===== config.mk =====
export PLATFORM = sky130hd
export DESIGN_NAME = uvs_cordic_cell
export DESIGN_NICKNAME = d
export VERILOG_FILES = /design/src/design/uvs_pkg.sv /design/src/design/uvs_cordic_cell.sv
export SDC_FILE = /design/constraint.sdc
export NUM_CORES = 1
export LEC_CHECK = 0
export ABC_AREA = 1
export ABC_CLOCK_PERIOD_IN_PS = 800
export BUFFER_PORTS_ARGS = -buffer_cell sky130_fd_sc_hd__buf_2
export CAP_MARGIN = 30
export CORE_MARGIN = 2
export CORE_UTILIZATION = 52
export CTS_BUF_LIST = sky130_fd_sc_hd__clkbuf_2 sky130_fd_sc_hd__clkbuf_4 sky130_fd_sc_hd__clkbuf_8
export DETAILED_ROUTE_END_ITERATION = 6
export PLACE_DENSITY = 0.81
export SYNTH_ARGS = -nofsm -noshare
export SYNTH_HDL_FRONTEND = slang
export SYNTH_SLANG_ARGS = --single-unit
export TNS_END_PERCENT = 100

===== constraint.sdc =====
create_clock -name clk -period 0.8 [get_ports clk]
set_input_delay 0.16 -clock clk [delete_from_list [all_inputs] [get_ports clk]]
set_output_delay 0.16 -clock clk [all_outputs]
set_load 0.02 [all_outputs]

===== src/design/uvs_pkg.sv =====
package uvs_pkg;

	localparam int CNT_W      = 9;
	localparam int RAD_W      = 16;
	localparam int POS_W      = 17;
	localparam int NRM_W      = 16;
	localparam int K_W        = 17;
	localparam int PH_W       = 32;
	localparam int AW         = 33;
	localparam int CW         = 19;
	localparam int CFG_IDX_W  = 2;
	localparam int CFG_DATA_W = 16;
	localparam int ARC_LEN    = 24;

	localparam int DEF_MAX_SECTORS   = 256;
	localparam int DEF_MAX_STACKS    = 256;
	localparam int DEF_CORDIC_STAGES = 16;

	localparam int MIN_SECTORS = 3;
	localparam int MIN_STACKS  = 2;
	localparam int RST_SECTORS = 36;
	localparam int RST_STACKS  = 18;
	localparam logic [RAD_W-1:0] RST_RADIUS = 16'd256;

	localparam logic [CFG_IDX_W-1:0] REG_SECTORS = 2'd0;
	localparam logic [CFG_IDX_W-1:0] REG_STACKS  = 2'd1;
	localparam logic [CFG_IDX_W-1:0] REG_RADIUS  = 2'd2;

	localparam logic [PH_W-1:0] PH_QUARTER = 32'h4000_0000;
	localparam logic signed [AW-1:0] GAIN = 33'sd652032874;
	localparam logic signed [AW-1:0] QTR  = 33'sd1073741824;
	localparam logic signed [AW-1:0] HALF = 33'sd2147483648;

	localparam logic signed [AW-1:0] ARC [0:ARC_LEN-1] = '{
		33'sh20000000, 33'sh12E4051E, 33'sh09FB385B, 33'sh051111D4,
		33'sh028B0D43, 33'sh0145D7E1, 33'sh00A2F61E, 33'sh00517C55,
		33'sh0028BE53, 33'sh00145F2F, 33'sh000A2F98, 33'sh000517CC,
		33'sh00028BE6, 33'sh000145F3, 33'sh0000A2FA, 33'sh0000517D,
		33'sh000028BE, 33'sh0000145F, 33'sh00000A30, 33'sh00000518,
		33'sh0000028C, 33'sh00000146, 33'sh000000A3, 33'sh00000051
	};

	typedef struct packed {
		logic valid;
		logic [CNT_W-1:0] i;
		logic [CNT_W-1:0] j;
		logic [CNT_W-1:0] sc;
		logic [CNT_W-1:0] st;
	} uvs_ctl_t;

	typedef struct packed {
		uvs_ctl_t ctl;
		logic [CNT_W-1:0] rb;
		logic [CNT_W-1:0] ra;
		logic [PH_W-1:0] qb;
		logic [PH_W-1:0] qa;
	} uvs_div_t;

	typedef struct packed {
		logic signed [AW-1:0] x;
		logic signed [AW-1:0] y;
		logic signed [AW-1:0] z;
		logic flip;
	} uvs_lane_t;

	typedef struct packed {
		uvs_ctl_t ctl;
		uvs_lane_t la;
		uvs_lane_t lb;
	} uvs_cor_t;

	typedef struct packed {
		logic signed [POS_W-1:0] px;
		logic signed [POS_W-1:0] py;
		logic signed [POS_W-1:0] pz;
		logic signed [NRM_W-1:0] nx;
		logic signed [NRM_W-1:0] ny;
		logic signed [NRM_W-1:0] nz;
		logic [K_W-1:0] k1;
		logic [K_W-1:0] k2;
		logic has1;
		logic has2;
	} uvs_vtx_t;

	function automatic logic [CNT_W-1:0] clamp_cnt(input logic [CNT_W-1:0] v, input int lo,
		input int hi);
		int t;
		t = int'(v);
		if (t < lo)
			t = lo;
		if (t > hi)
			t = hi;
		return CNT_W'(t);
	endfunction

	function automatic uvs_lane_t fold(input logic [PH_W-1:0] ph);
		uvs_lane_t l;
		logic signed [AW-1:0] z;
		z = AW'($signed(ph));
		l.x = GAIN;
		l.y = '0;
		l.flip = 1'b0;
		if (z > QTR) begin
			z = z - HALF;
			l.flip = 1'b1;
		end else if (z < -QTR) begin
			z = z + HALF;
			l.flip = 1'b1;
		end
		l.z = z;
		return l;
	endfunction

	function automatic logic signed [CW-1:0] trig(input logic signed [AW-1:0] v,
		input logic flip);
		logic signed [AW:0] w;
		w = flip ? -((AW+1)'(v)) : (AW+1)'(v);
		w = w + (AW+1)'(34'sd8192);
		return w[CW+13:14];
	endfunction

	function automatic logic signed [55:0] rnd(input logic signed [55:0] v, input int s);
		return (v + (56'sd1 <<< (s - 1))) >>> s;
	endfunction

	function automatic logic signed [POS_W-1:0] sat_sym(input logic signed [55:0] v,
		input int lim);
		logic signed [55:0] l;
		l = 56'(lim);
		if (v > l)
			return POS_W'(l);
		if (v < -l)
			return POS_W'(-l);
		return v[POS_W-1:0];
	endfunction

endpackage


===== src/design/uvs_cordic_cell.sv =====
module uvs_cordic_cell #(
	parameter int IDX = 0
) (
	input  logic              clk,
	input  logic              arst_n,
	input  logic              en,
	input  uvs_pkg::uvs_cor_t d,
	output uvs_pkg::uvs_cor_t q
);
	import uvs_pkg::*;

	function automatic uvs_lane_t rot(input uvs_lane_t l);
		logic signed [AW-1:0] x, y, z, xs, ys;
		uvs_lane_t r;
		x = l.x;
		y = l.y;
		z = l.z;
		xs = x >>> IDX;
		ys = y >>> IDX;
		r = l;
		if (z >= 0) begin
			r.x = x - ys;
			r.y = y + xs;
			r.z = z - ARC[IDX];
		end else begin
			r.x = x + ys;
			r.y = y - xs;
			r.z = z + ARC[IDX];
		end
		return r;
	endfunction

	logic v_q;
	uvs_cor_t p_q;

	always_ff @(posedge clk or negedge arst_n) begin
		if (!arst_n)
			v_q <= 1'b0;
		else if (en)
			v_q <= d.ctl.valid;
	end

	always_ff @(posedge clk) begin
		if (en) begin
			p_q.ctl <= d.ctl;
			p_q.la <= rot(d.la);
			p_q.lb <= rot(d.lb);
		end
	end

	always_comb begin
		q = p_q;
		q.ctl.valid = v_q;
	end

endmodule


==> impl_metrics.sql, run 1 <==
INSERT INTO impl_metrics (metric_group, metric, value, unit) VALUES
('outcome', 'status', 'did not finish', ''),
('outcome', 'failing_step', 'global routing (5_1_grt)', ''),
('outcome', 'first-error', '[ERROR DPL-0038] Utilization greater than 100%, impossible to legalize', ''),
('die', 'io_pins', '477', ''),
('clock_network', 'h-tree-depth', '2', ''),
('global_routing', 'maximum_number_of_pins_on_one_net_before_global_route_repair', '35', ''),
('logic_synthesis', 'netlist-cell-type-count', '36', ''),
('logic_synthesis', 'number_of_synthesized_register_bits', '235', ''),
('clock_network', 'number_of_buffers_between_clock_root_and_the_deepest_sink', '3', ''),
('placement', 'detailed_place_hpwl', '69.7', 'mm'),
('clock_network', 'cts_root_buf', 'sky130_fd_sc_hd__clkbuf_8', ''),
('logic_synthesis', 'post_synth_edffs', '234', ''),
('timing', 'worst_path_end_type', 'primary output', ''),
('placement', 'globalplace.congestion', '1.02', ''),
('logic_synthesis', 'synth_sequential_area_ratio', '31.0', '%'),
('die', 'num_rows', '76', ''),
('die', 'floorplan.die.width', '213', 'µm'),
('logic_synthesis', 'synth-async-reset-ratio', '0.426', '%'),
('die', 'floorplan.initialDensity', '52.7', '%'),
('clock_network', 'numClockSinks', '235', ''),
('logic_synthesis', 'flip_flop_cell_with_the_highest_count_after_synthesis', 'sky130_fd_sc_hd__edfxtp_1', ''),
('die', 'die_height', '213', 'µm'),
('timing', 'postGrtWorstEndpoint', 'q[211]', ''),
('logic_synthesis', 'gate_count_after_technology_mapping', '3494', ''),
('placement', 'buffer_ports.inserted', '476', ''),
('clock_network', 'numCtsBuffers', '39', ''),
('logic_synthesis', 'avgSynthCellArea', '6.51', 'µm²'),
('logic_synthesis', 'mappedNetlistArea', '0.0228', 'mm²'),
('logic_synthesis', 'synth-warning-count', '0', ''),
('logic_synthesis', 'synth.net_count', '3956', '');
[cells in the mapped netlist (7+ instances only)]
| master | number | area (µm²) |
|---|---|---|
| sky130_fd_sc_hd__nand2_1 | 1302 | 4890 |
| sky130_fd_sc_hd__nor3_2 | 7 | 70.1 |
| sky130_fd_sc_hd__nand3_1 | 321 | 1610 |
| sky130_fd_sc_hd__nand2_2 | 9 | 56.3 |
| sky130_fd_sc_hd__a21oi_1 | 146 | 731 |
| sky130_fd_sc_hd__o22ai_1 | 8 | 50.1 |
| sky130_fd_sc_hd__xor2_1 | 50 | 438 |
| sky130_fd_sc_hd__edfxtp_1 | 234 | 7030 |
| sky130_fd_sc_hd__buf_2 | 39 | 195 |
| sky130_fd_sc_hd__a31oi_1 | 8 | 50.1 |
| sky130_fd_sc_hd__inv_1 | 693 | 2600 |
| sky130_fd_sc_hd__fa_1 | 8 | 160 |
| sky130_fd_sc_hd__buf_4 | 22 | 165 |
| sky130_fd_sc_hd__ha_1 | 214 | 2680 |
| sky130_fd_sc_hd__nand4_1 | 32 | 200 |
| sky130_fd_sc_hd__nor3_1 | 12 | 60.1 |
| sky130_fd_sc_hd__clkbuf_1 | 24 | 90.1 |
| sky130_fd_sc_hd__o21ai_0 | 70 | 350 |
| sky130_fd_sc_hd__nor2_2 | 8 | 50.1 |
| sky130_fd_sc_hd__nor2_1 | 228 | 856 |
| sky130_fd_sc_hd__o21bai_1 | 23 | 173 |
[cell families after synthesis]
| logic type | count (synthesis) | share of synthesized area (%) |
|---|---|---|
| DFF | 235 | 31.0 |
| muxes | 1 | 0.0495 |
| buffers and inverters | 787 | 13.6 |
| and+or+nand+nor | 1926 | 34.5 |
| adders and majority gates | 222 | 12.5 |
| xor gates and xnor gates | 50 | 1.92 |
| AOI/OAI and AO/OA | 273 | 6.50 |
[per-stage QoR]
stage	setup TNS, ns	hold WS (ns)	worst slack, ns	instance area, µm²	cells
after CTS	-178.02	-0.111	-0.706	37600	5211
after detailed placement	-179.36	-0.0508	-1.39	31700	4961
after global placement	-175.10	-0.0464	-1.35	31700	4961
after floorplan	-94.69	-0.136	-0.886	25500	3494
[timing repair]
| item | CTS |
|---|---|
| pin swaps | 364 |
| resized for setup | 978 |
| endpoints found under the setup margin | 365 |
| setup buffers | 84 |
| hold buffers | 105 |
| hold endpoints to repair | 111 |
==> run 2, diff against run 1 <==
==> config.mk (replaced) <==
export PLATFORM = sky130hd
export DESIGN_NAME = uvs_cordic_cell
export DESIGN_NICKNAME = d
export VERILOG_FILES = /design/src/design/uvs_pkg.sv /design/src/design/uvs_cordic_cell.sv
export SDC_FILE = /design/constraint.sdc
export NUM_CORES = 1
export LEC_CHECK = 0
export ABC_AREA = 1
export ABC_CLOCK_PERIOD_IN_PS = 1000
export BUFFER_PORTS_ARGS = -buffer_cell sky130_fd_sc_hd__buf_2
export CAP_MARGIN = 30
export CORE_MARGIN = 2
export CORE_UTILIZATION = 40
export DETAILED_ROUTE_END_ITERATION = 6
export PLACE_DENSITY_LB_ADDON = 0.15
export SYNTH_ARGS = -nofsm -noshare
export SYNTH_HDL_FRONTEND = slang
export SYNTH_SLANG_ARGS = --single-unit
export TNS_END_PERCENT = 100
==> constraint.sdc (replaced) <==
create_clock -name clk -period 1 [get_ports clk]
set_input_delay 0.2 -clock clk [delete_from_list [all_inputs] [get_ports clk]]
set_output_delay 0.2 -clock clk [all_outputs]
set_load 0.02 [all_outputs]
==> run 2 against run 1 <==
Against the previous run:
- the flow now finishes, with violations (DRC, hold timing, setup timing)
- area after synthesis unchanged
- synthesized cell count unchanged
==> impl_metrics.sql, run 2 <==
INSERT INTO impl_metrics (metric_group, metric, value, unit) VALUES
('critical_path', 'critical-path-max-stage-delay', '0.27', 'ns'),
('timing', 'number_of_max_slew_violations_in_the_final_report', '0', ''),
('timing', 'setup_violations', '361', ''),
('routing', 'route.vias.total', '27232', ''),
('critical_path', 'worstRegToRegCells', '1', ''),
('logic_synthesis', 'synth-warning-count', '0', ''),
('critical_path', 'data_arrival_critical_path', '1.86', 'ns'),
('cells_and_area', 'drive_gt1_share', '52.2', '%'),
('logic_synthesis', 'post_synth_edffs', '234', ''),
('logic_synthesis', 'netlist-cell-type-count', '36', ''),
('logic_synthesis', 'flip_flop_cell_with_the_highest_count_after_synthesis', 'sky130_fd_sc_hd__edfxtp_1', ''),
('critical_path', 'r2r-start', 'v_q', ''),
('global_routing', 'grt_antenna_before_repair', '4', ''),
('timing', 'slew-limit-headroom', '67.2', '%'),
('critical_path', 'timing.critical_path.required', '1.32', 'ns'),
('hold_path', 'whs_endpoint', 'q[31]', ''),
('timing', 'endpoints_failing_hold', '1', ''),
('global_routing', 'global_route_wire_length_before_repair', '139', 'mm'),
('routing', 'drtPass1Iterations', '7', ''),
('cells_and_area', 'layout.cells.most_common', 'sky130_fd_sc_hd__nand2_1', ''),
('critical_path', 'timing.setup.critical_path_class', 'in2reg', ''),
('timing', 'post-route-period-util', '153', '%'),
('logic_synthesis', 'synth_largest_type_area_fraction', '30.9', '%'),
('logic_synthesis', 'synth_sequential_area_ratio', '31.0', '%'),
('clock_network', 'tritoncts_clock_tree', 'built', ''),
('pwr', 'finalPower', '47.4', 'mW'),
('global_routing', 'grtUsageTotal', '30.1', '%'),
('routing', 'detailedRoute.firstIterationViolations', '1778', ''),
('global_routing', 'grt_pass1_vias', '25857', ''),
('pwr', 'power.leakage', '20.9', 'nW'),
('critical_path', 'critical_path.most_common_cell', 'sky130_fd_sc_hd__nand2_2', ''),
('pwr', 'power_density', '1140', 'mW/mm²'),
('routing', 'routed_wl', '98.1', 'mm'),
('die', 'core_area', '0.0563', 'mm²'),
('critical_path', 'crit_path_max_fanout', '5', ''),
('logic_synthesis', 'synth_commonest_cells', 'sky130_fd_sc_hd__nand2_1 (1302), sky130_fd_sc_hd__inv_1 (693), sky130_fd_sc_hd__nand3_1 (321)', ''),
('critical_path', 'startpoint_type', 'input port', ''),
('placement', 'globalplace.congestion', '0.965', ''),
('critical_path', 'critical_path.cell_chain', 'buf_8 -> ha_4 -> buf_12 -> nor2_2 -> nand4_1 -> nand2_2 -> nand2_4 -> nand2_8 -> nand2_4 -> nand2_2 -> nand2_2 -> nand3_2 -> nand2_1', ''),
('outcome', 'status', 'finished with violations', ''),
('timing', 'setup-tns-final', '-122.71', 'ns'),
('logic_synthesis', 'mappedNetlistArea', '0.0228', 'mm²'),
('timing', 'final_period_minus_worst_setup_slack', '1.53', 'ns'),
('logic_synthesis', 'synth.net_count', '3956', ''),
('logic_synthesis', 'synth-async-reset-ratio', '0.426', '%'),
('timing', 'fin_worst_skew', '0', 'ns'),
('die', 'floorplan.initialDensity', '40.4', '%'),
('timing', 'max_slew.worst_pin.slew', '0.492', 'ns'),
('logic_synthesis', 'gate_count_after_technology_mapping', '3494', ''),
('routing', 'post_drt_wl_per_cell', '18.1', 'µm'),
('clock_network', 'clkSlewWorstSetupHoldPaths', '0.06', 'ns'),
('routing', 'vias_per_cell', '5.02', ''),
('cells_and_area', 'largest_register_ff_count', '234', ''),
('critical_path', 'setup.worst_path.end_class', 'flip-flop', ''),
('hold_path', 'hp-start', 'd[31]', ''),
('pwr', 'worst_ir_drop_vdd', '1.35', 'mV'),
('logic_synthesis', 'number_of_synthesized_register_bits', '235', ''),
('cells_and_area', 'mostFrequentLayoutCells', 'sky130_fd_sc_hd__nand2_1 (776), sky130_fd_sc_hd__inv_1 (523), sky130_fd_sc_hd__buf_4 (485)', ''),
('critical_path', 'r2r_end', 'v_q', ''),
('timing', 'max_freq', '653', 'MHz'),
('clock_network', 'number_of_buffers_between_clock_root_and_the_deepest_sink', '3', ''),
('timing', 'grt_setup_unrepaired', 'true', ''),
('hold_path', 'hold-path-cell-count', '2', ''),
('placement', 'dp_worst_setup_slack', '-1.26', 'ns'),
('placement', 'detailed_place_hpwl', '72.2', 'mm'),
('cells_and_area', 'flow.area_growth_from_synthesis', '82.3', '%'),
('logic_synthesis', 'synth_top_cells_by_area', 'sky130_fd_sc_hd__edfxtp_1 (31%), sky130_fd_sc_hd__nand2_1 (21%), sky130_fd_sc_hd__ha_1 (12%)', ''),
('placement', 'placedInstanceArea', '0.0320', 'mm²'),
('clock_network', 'numCtsBuffers', '27', ''),
('cells_and_area', 'net_count_final', '5106', ''),
('die', 'fp.dieArea', '0.0588', 'mm²'),
('logic_synthesis', 'post-synth-top-count-cell', 'sky130_fd_sc_hd__nand2_1', ''),
('clock_network', 'cts_root_buf', 'sky130_fd_sc_hd__clkbuf_16', ''),
('die', 'num_rows', '87', ''),
('die', 'die_height', '243', 'µm'),
('critical_path', 'reg2reg_setup_slack', '0.21', 'ns'),
('clock_network', 'clock_insertion_delay_worst_skew', '0.57', 'ns'),
('global_routing', 'grt-ovfl-total', '0', ''),
('logic_synthesis', 'avgSynthCellArea', '6.51', 'µm²'),
('die', 'io_pins', '477', ''),
('outcome', 'failed_checks', 'DRC, hold timing, setup timing', ''),
('critical_path', 'critical-path-slowest-cell', 'sky130_fd_sc_hd__ha_4', ''),
('logic_synthesis', 'yosys.area.top_type', 'sky130_fd_sc_hd__edfxtp_1', ''),
('clock_network', 'numClockSinks', '235', ''),
('global_routing', 'maximum_number_of_pins_on_one_net_before_global_route_repair', '37', ''),
('die', 'floorplan.die.width', '243', 'µm'),
('flow_run', 'cap_violations', '0', ''),
('timing', 'hold-worst-slack', '-0.00923', 'ns'),
('routing', 'postRouteAntennaNets', '0', ''),
('hold_path', 'hold_path.class', 'in2reg', ''),
('cells_and_area', 'finish.instance_area', '0.0415', 'mm²'),
('clock_network', 'h-tree-depth', '1', ''),
('routing', 'post-route-drc-count', '2', ''),
('timing', 'worst_slack', '-0.531', 'ns'),
('placement', 'buffer_ports.inserted', '476', '');
==> run 2: cell counts after synthesis <==
Identical to the previous run, type by type.
==> run 2: worst max-delay path by stage <==
stage	start	end	depth (start not counted)
floorplan	d[67]	q[99]	15
global placement	d[167]	q[199]	16
detailed placement	d[67]	q[97]	14
CTS	q[97]	q[97]	1
global route	d[167]	q[195]	17
finish	d[171]	q[166]	13
==> run 2: logic make-up after synthesis <==
| kind of cell | after synthesis | share of synthesized area, % |
|---|---|---|
| simple gates | 1926 | 34.5 |
| compound gates | 273 | 6.50 |
| flops | 235 | 31.0 |
| fa+ha+maj | 222 | 12.5 |
| mux | 1 | 0.0495 |
| buf+inv | 787 | 13.6 |
| xor+xnor | 50 | 1.92 |
==> run 2: repair_timing <==
action | CTS | global route
pin swaps | 410 | 365
setup buffers | 84 | 70
endpoints found under the hold margin | 102 | 2
hold buffers | 102 | 1
setup endpoints to repair | 359 | 360
resized for setup | 1074 | 665
==> run 2: layout make-up <==
class	count	area, µm²
antenna	1	2.50
clock buffer	30	687
clock inverter	19	256
fill	4135	14800
inverter	698	2920
multi-input combinational	2472	19000
sequential	235	7050
tap	756	946
timing repair buffer	1210	10600
==> run 2: routing by layer <==
metal | vias to the layer above | part of all wire (%) | track usage, %
met5 | - | 0 | 0
met4 | 0 | 5.2 | 11.3
met3 | 304 | 5.2 | 2.24
met2 | 1027 | 50 | 53.7
met1 | 12777 | 39 | 37.9
li1 | 13124 | - | -
==> run 2: report_power, final <==
| group | switching, mW | total, mW | internal, mW | leakage [nW] |
|---|---|---|---|---|
| Clock | 4.37 | 10.7 | 6.31 | 0.459 |
| Combinational | 13.5 | 23.8 | 10.3 | 18.1 |
| Sequential | 0.573 | 12.9 | 12.3 | 2.30 |
| Total | 18.5 | 47.4 | 28.9 | 20.9 |
==> run 2: critical path, delay by kind of cell <==
kind                     cells  cell delay (ns)
adder cells (fa/ha/maj)      1             0.27
AND/OR/NAND/NOR             10             1.14
buffers and inverters        2             0.24
==> run 2: metrics by stage <==
step / utilization [%] / cells
after floorplan: - / 3494
after global placement: 56.8 / 5137
after detailed placement: 56.8 / 5137
after CTS: 68.4 / 5362
after global routing: 73.7 / 5421
final: 73.7 / 5421
No activity file was read; power rests on OpenSTA's default activity.
==> run 3, diff against run 2 <==
--- a/config.mk
+++ b/config.mk
@@ -13,6 +13,7 @@
 export CORE_UTILIZATION = 40
 export DETAILED_ROUTE_END_ITERATION = 6
 export PLACE_DENSITY_LB_ADDON = 0.15
+export SKIP_CTS_REPAIR_TIMING = 1
 export SYNTH_ARGS = -nofsm -noshare
 export SYNTH_HDL_FRONTEND = slang
 export SYNTH_SLANG_ARGS = --single-unit
==> run 3 against run 2 <==
Against the previous run:
- the run ends with hold timing, setup timing left
- sequential cell count is the same
- final cell count decreased by 1.7%
- combinational power shrank 18%
- non-clock buffer count is 91 lower
- register-to-register slack better by 0.05 ns
- clock-buffer cell count is the same
- critical endpoint is now q[82]
==> impl_metrics.sql, run 3 (synthesis gave the netlist of run 2 again) <==
INSERT INTO impl_metrics (metric_group, metric, value, unit) VALUES
('placement', 'globalplace.congestion', '0.965', ''),
('cells_and_area', 'net_count_final', '5015', ''),
('timing', 'post-route-period-util', '150', '%'),
('timing', 'number_of_max_slew_violations_in_the_final_report', '0', ''),
('critical_path', 'crit_path_max_fanout', '7', ''),
('clock_network', 'tritoncts_clock_tree', 'built', ''),
('clock_network', 'cts_root_buf', 'sky130_fd_sc_hd__clkbuf_16', ''),
('pwr', 'sw_frac_of_total', '38.2', '%'),
('routing', 'vias_per_cell', '4.81', ''),
('routing', 'routed_wl', '87.4', 'mm'),
('global_routing', 'grt_antenna_before_repair', '2', ''),
('hold_path', 'hold_path.class', 'in2reg', ''),
('timing', 'max_freq', '668', 'MHz'),
('global_routing', 'grtUsageTotal', '27.6', '%'),
('die', 'num_rows', '87', ''),
('die', 'io_pins', '477', ''),
('hold_path', 'hp-start', 'd[30]', ''),
('routing', 'postRouteAntennaNets', '0', ''),
('timing', 'slew-limit-headroom', '68.3', '%'),
('die', 'core_area', '0.0563', 'mm²'),
('timing', 'worst_slack', '-0.497', 'ns'),
('pwr', 'power_density', '1180', 'mW/mm²'),
('pwr', 'clock_power_share', '24.7', '%'),
('die', 'floorplan.initialDensity', '40.4', '%'),
('pwr', 'internal_power', '26.5', 'mW'),
('global_routing', 'grt_pass1_vias', '23478', ''),
('cells_and_area', 'flow.area_growth_from_synthesis', '59.7', '%'),
('routing', 'post-route-drc-count', '0', ''),
('cells_and_area', 'layout.cells.most_common', 'sky130_fd_sc_hd__nand2_1', ''),
('placement', 'detailed_place_hpwl', '72.2', 'mm'),
('timing', 'setup_violations', '359', ''),
('die', 'fp.dieArea', '0.0588', 'mm²'),
('critical_path', 'timing.setup.critical_path_class', 'in2reg', ''),
('cells_and_area', 'drive_gt1_share', '41.3', '%'),
('routing', 'detailedRoute.firstIterationViolations', '1618', ''),
('timing', 'hold-worst-slack', '-0.00398', 'ns'),
('cells_and_area', 'largest_register_ff_count', '234', ''),
('timing', 'final_period_minus_worst_setup_slack', '1.50', 'ns'),
('critical_path', 'worstRegToRegCells', '1', ''),
('routing', 'route.vias.total', '25617', ''),
('cells_and_area', 'post_layout_nonfiller_instances', '5330', ''),
('clock_network', 'numClockSinks', '235', ''),
('timing', 'fin_worst_skew', '0', 'ns'),
('timing', 'setup-tns-final', '-119.29', 'ns'),
('clock_network', 'clkSlewWorstSetupHoldPaths', '0.06', 'ns'),
('critical_path', 'setup.worst_path.end_class', 'flip-flop', ''),
('timing', 'grt_setup_unrepaired', 'true', ''),
('hold_path', 'whs_endpoint', 'q[31]', ''),
('timing', 'max_slew.worst_pin.slew', '0.475', 'ns'),
('cells_and_area', 'mostFrequentLayoutCells', 'sky130_fd_sc_hd__nand2_1 (1006), sky130_fd_sc_hd__inv_1 (568), sky130_fd_sc_hd__buf_4 (507)', ''),
('pwr', 'netSwitchingPower', '16.4', 'mW'),
('routing', 'drtPass1Iterations', '5', ''),
('cells_and_area', 'finish.instance_area', '0.0363', 'mm²'),
('routing', 'post_drt_wl_per_cell', '16.4', 'µm'),
('clock_network', 'clock_insertion_delay_worst_skew', '0.57', 'ns'),
('outcome', 'status', 'finished with violations', ''),
('global_routing', 'grt-ovfl-total', '0', ''),
('global_routing', 'global_route_wire_length_before_repair', '127', 'mm'),
('global_routing', 'maximum_number_of_pins_on_one_net_before_global_route_repair', '37', ''),
('pwr', 'power.combinational.fraction', '45.7', '%'),
('critical_path', 'data_arrival_critical_path', '1.87', 'ns'),
('placement', 'placed_cells_incl_taps', '5137', ''),
('clock_network', 'h-tree-depth', '1', ''),
('die', 'floorplan.die.width', '243', 'µm'),
('critical_path', 'r2r_end', 'v_q', ''),
('clock_network', 'number_of_buffers_between_clock_root_and_the_deepest_sink', '3', ''),
('critical_path', 'startpoint_type', 'input port', ''),
('outcome', 'failed_checks', 'hold timing, setup timing', ''),
('critical_path', 'timing.critical_path.required', '1.37', 'ns'),
('flow_run', 'cap_violations', '0', ''),
('die', 'die_height', '243', 'µm'),
('clock_network', 'numCtsBuffers', '27', ''),
('critical_path', 'r2r-start', 'v_q', ''),
('pwr', 'power.leakage', '18.8', 'nW'),
('timing', 'endpoints_failing_hold', '1', ''),
('placement', 'buffer_ports.inserted', '476', ''),
('critical_path', 'reg2reg_setup_slack', '0.26', 'ns'),
('pwr', 'seq_power_share', '29.5', '%'),
('placement', 'placedInstanceArea', '0.0320', 'mm²'),
('hold_path', 'hold-path-cell-count', '2', ''),
('pwr', 'worst_ir_drop_vdd', '1.24', 'mV');
[run 3: cell type report]
type / count / area, µm²
Fill cell: 5112 / 19900
Multi-Input combinational cell: 2472 / 16500
Timing Repair Buffer: 1119 / 8060
Sequential cell: 235 / 7050
Inverter: 698 / 2860
Tap cell: 756 / 946
Clock buffer: 30 / 687
Clock inverter: 19 / 256
Antenna cell: 1 / 2.50
[run 3: worst max path at each step]
stage / start / end / slack [ns] / cells past startpoint
global route: d[46] / q[64] / -0.54 / 14
floorplan: d[67] / q[99] / -0.73 / 15
global placement: d[167] / q[199] / -1.23 / 16
CTS: d[67] / q[97] / -0.65 / 14
detailed placement: d[67] / q[97] / -1.26 / 14
finish: d[73] / q[82] / -0.50 / 12
[run 3: through the flow]
stage	utilization (%)	power, mW	setup WS, ns
2_1_floorplan	-	23.1	-0.726
3_3_place_gp	56.8	30.1	-1.23
3_5_place_dp	56.8	30.2	-1.26
4_1_cts	58.5	41.0	-0.647
5_1_grt	64.6	45.1	-0.544
6_report	64.6	42.9	-0.497
[run 3: worst max-delay path, cell delays in order]
cell and delay [ns]:
sky130_fd_sc_hd__buf_4 0.12, sky130_fd_sc_hd__ha_4 0.38, sky130_fd_sc_hd__buf_12 0.14, sky130_fd_sc_hd__inv_4 0.03, sky130_fd_sc_hd__a21oi_2 0.09, sky130_fd_sc_hd__nand2_1 0.07
sky130_fd_sc_hd__inv_1 0.07, sky130_fd_sc_hd__nand2_2 0.08, sky130_fd_sc_hd__nand2_2 0.09, sky130_fd_sc_hd__nand2_4 0.10, sky130_fd_sc_hd__xor2_1 0.19, sky130_fd_sc_hd__o21ai_1 0.29
[run 3: power by group through the flow]
stage          sequential [mW]  combinational, mW  clock [mW]
3_3_place_gp              12.8               17.3           0
2_1_floorplan             14.3               8.82           0
5_1_grt                   12.8               21.2        11.1
4_1_cts                   12.7               17.4        10.9
3_5_place_dp              12.9               17.4           0
6_report                  12.7               19.6        10.6
[run 3: metal layers]
layer  vias to the layer above  share of wire (%)  GRT usage (%)  routed length (µm)
li1                      12964                  -              -                   -
met1                     11791                 42           36.0               37000
met2                       712                 50           48.3               43300
met3                       150                4.5           2.14                3900
met4                         0                3.7           9.31                3230
met5                         -                  0              0                   0
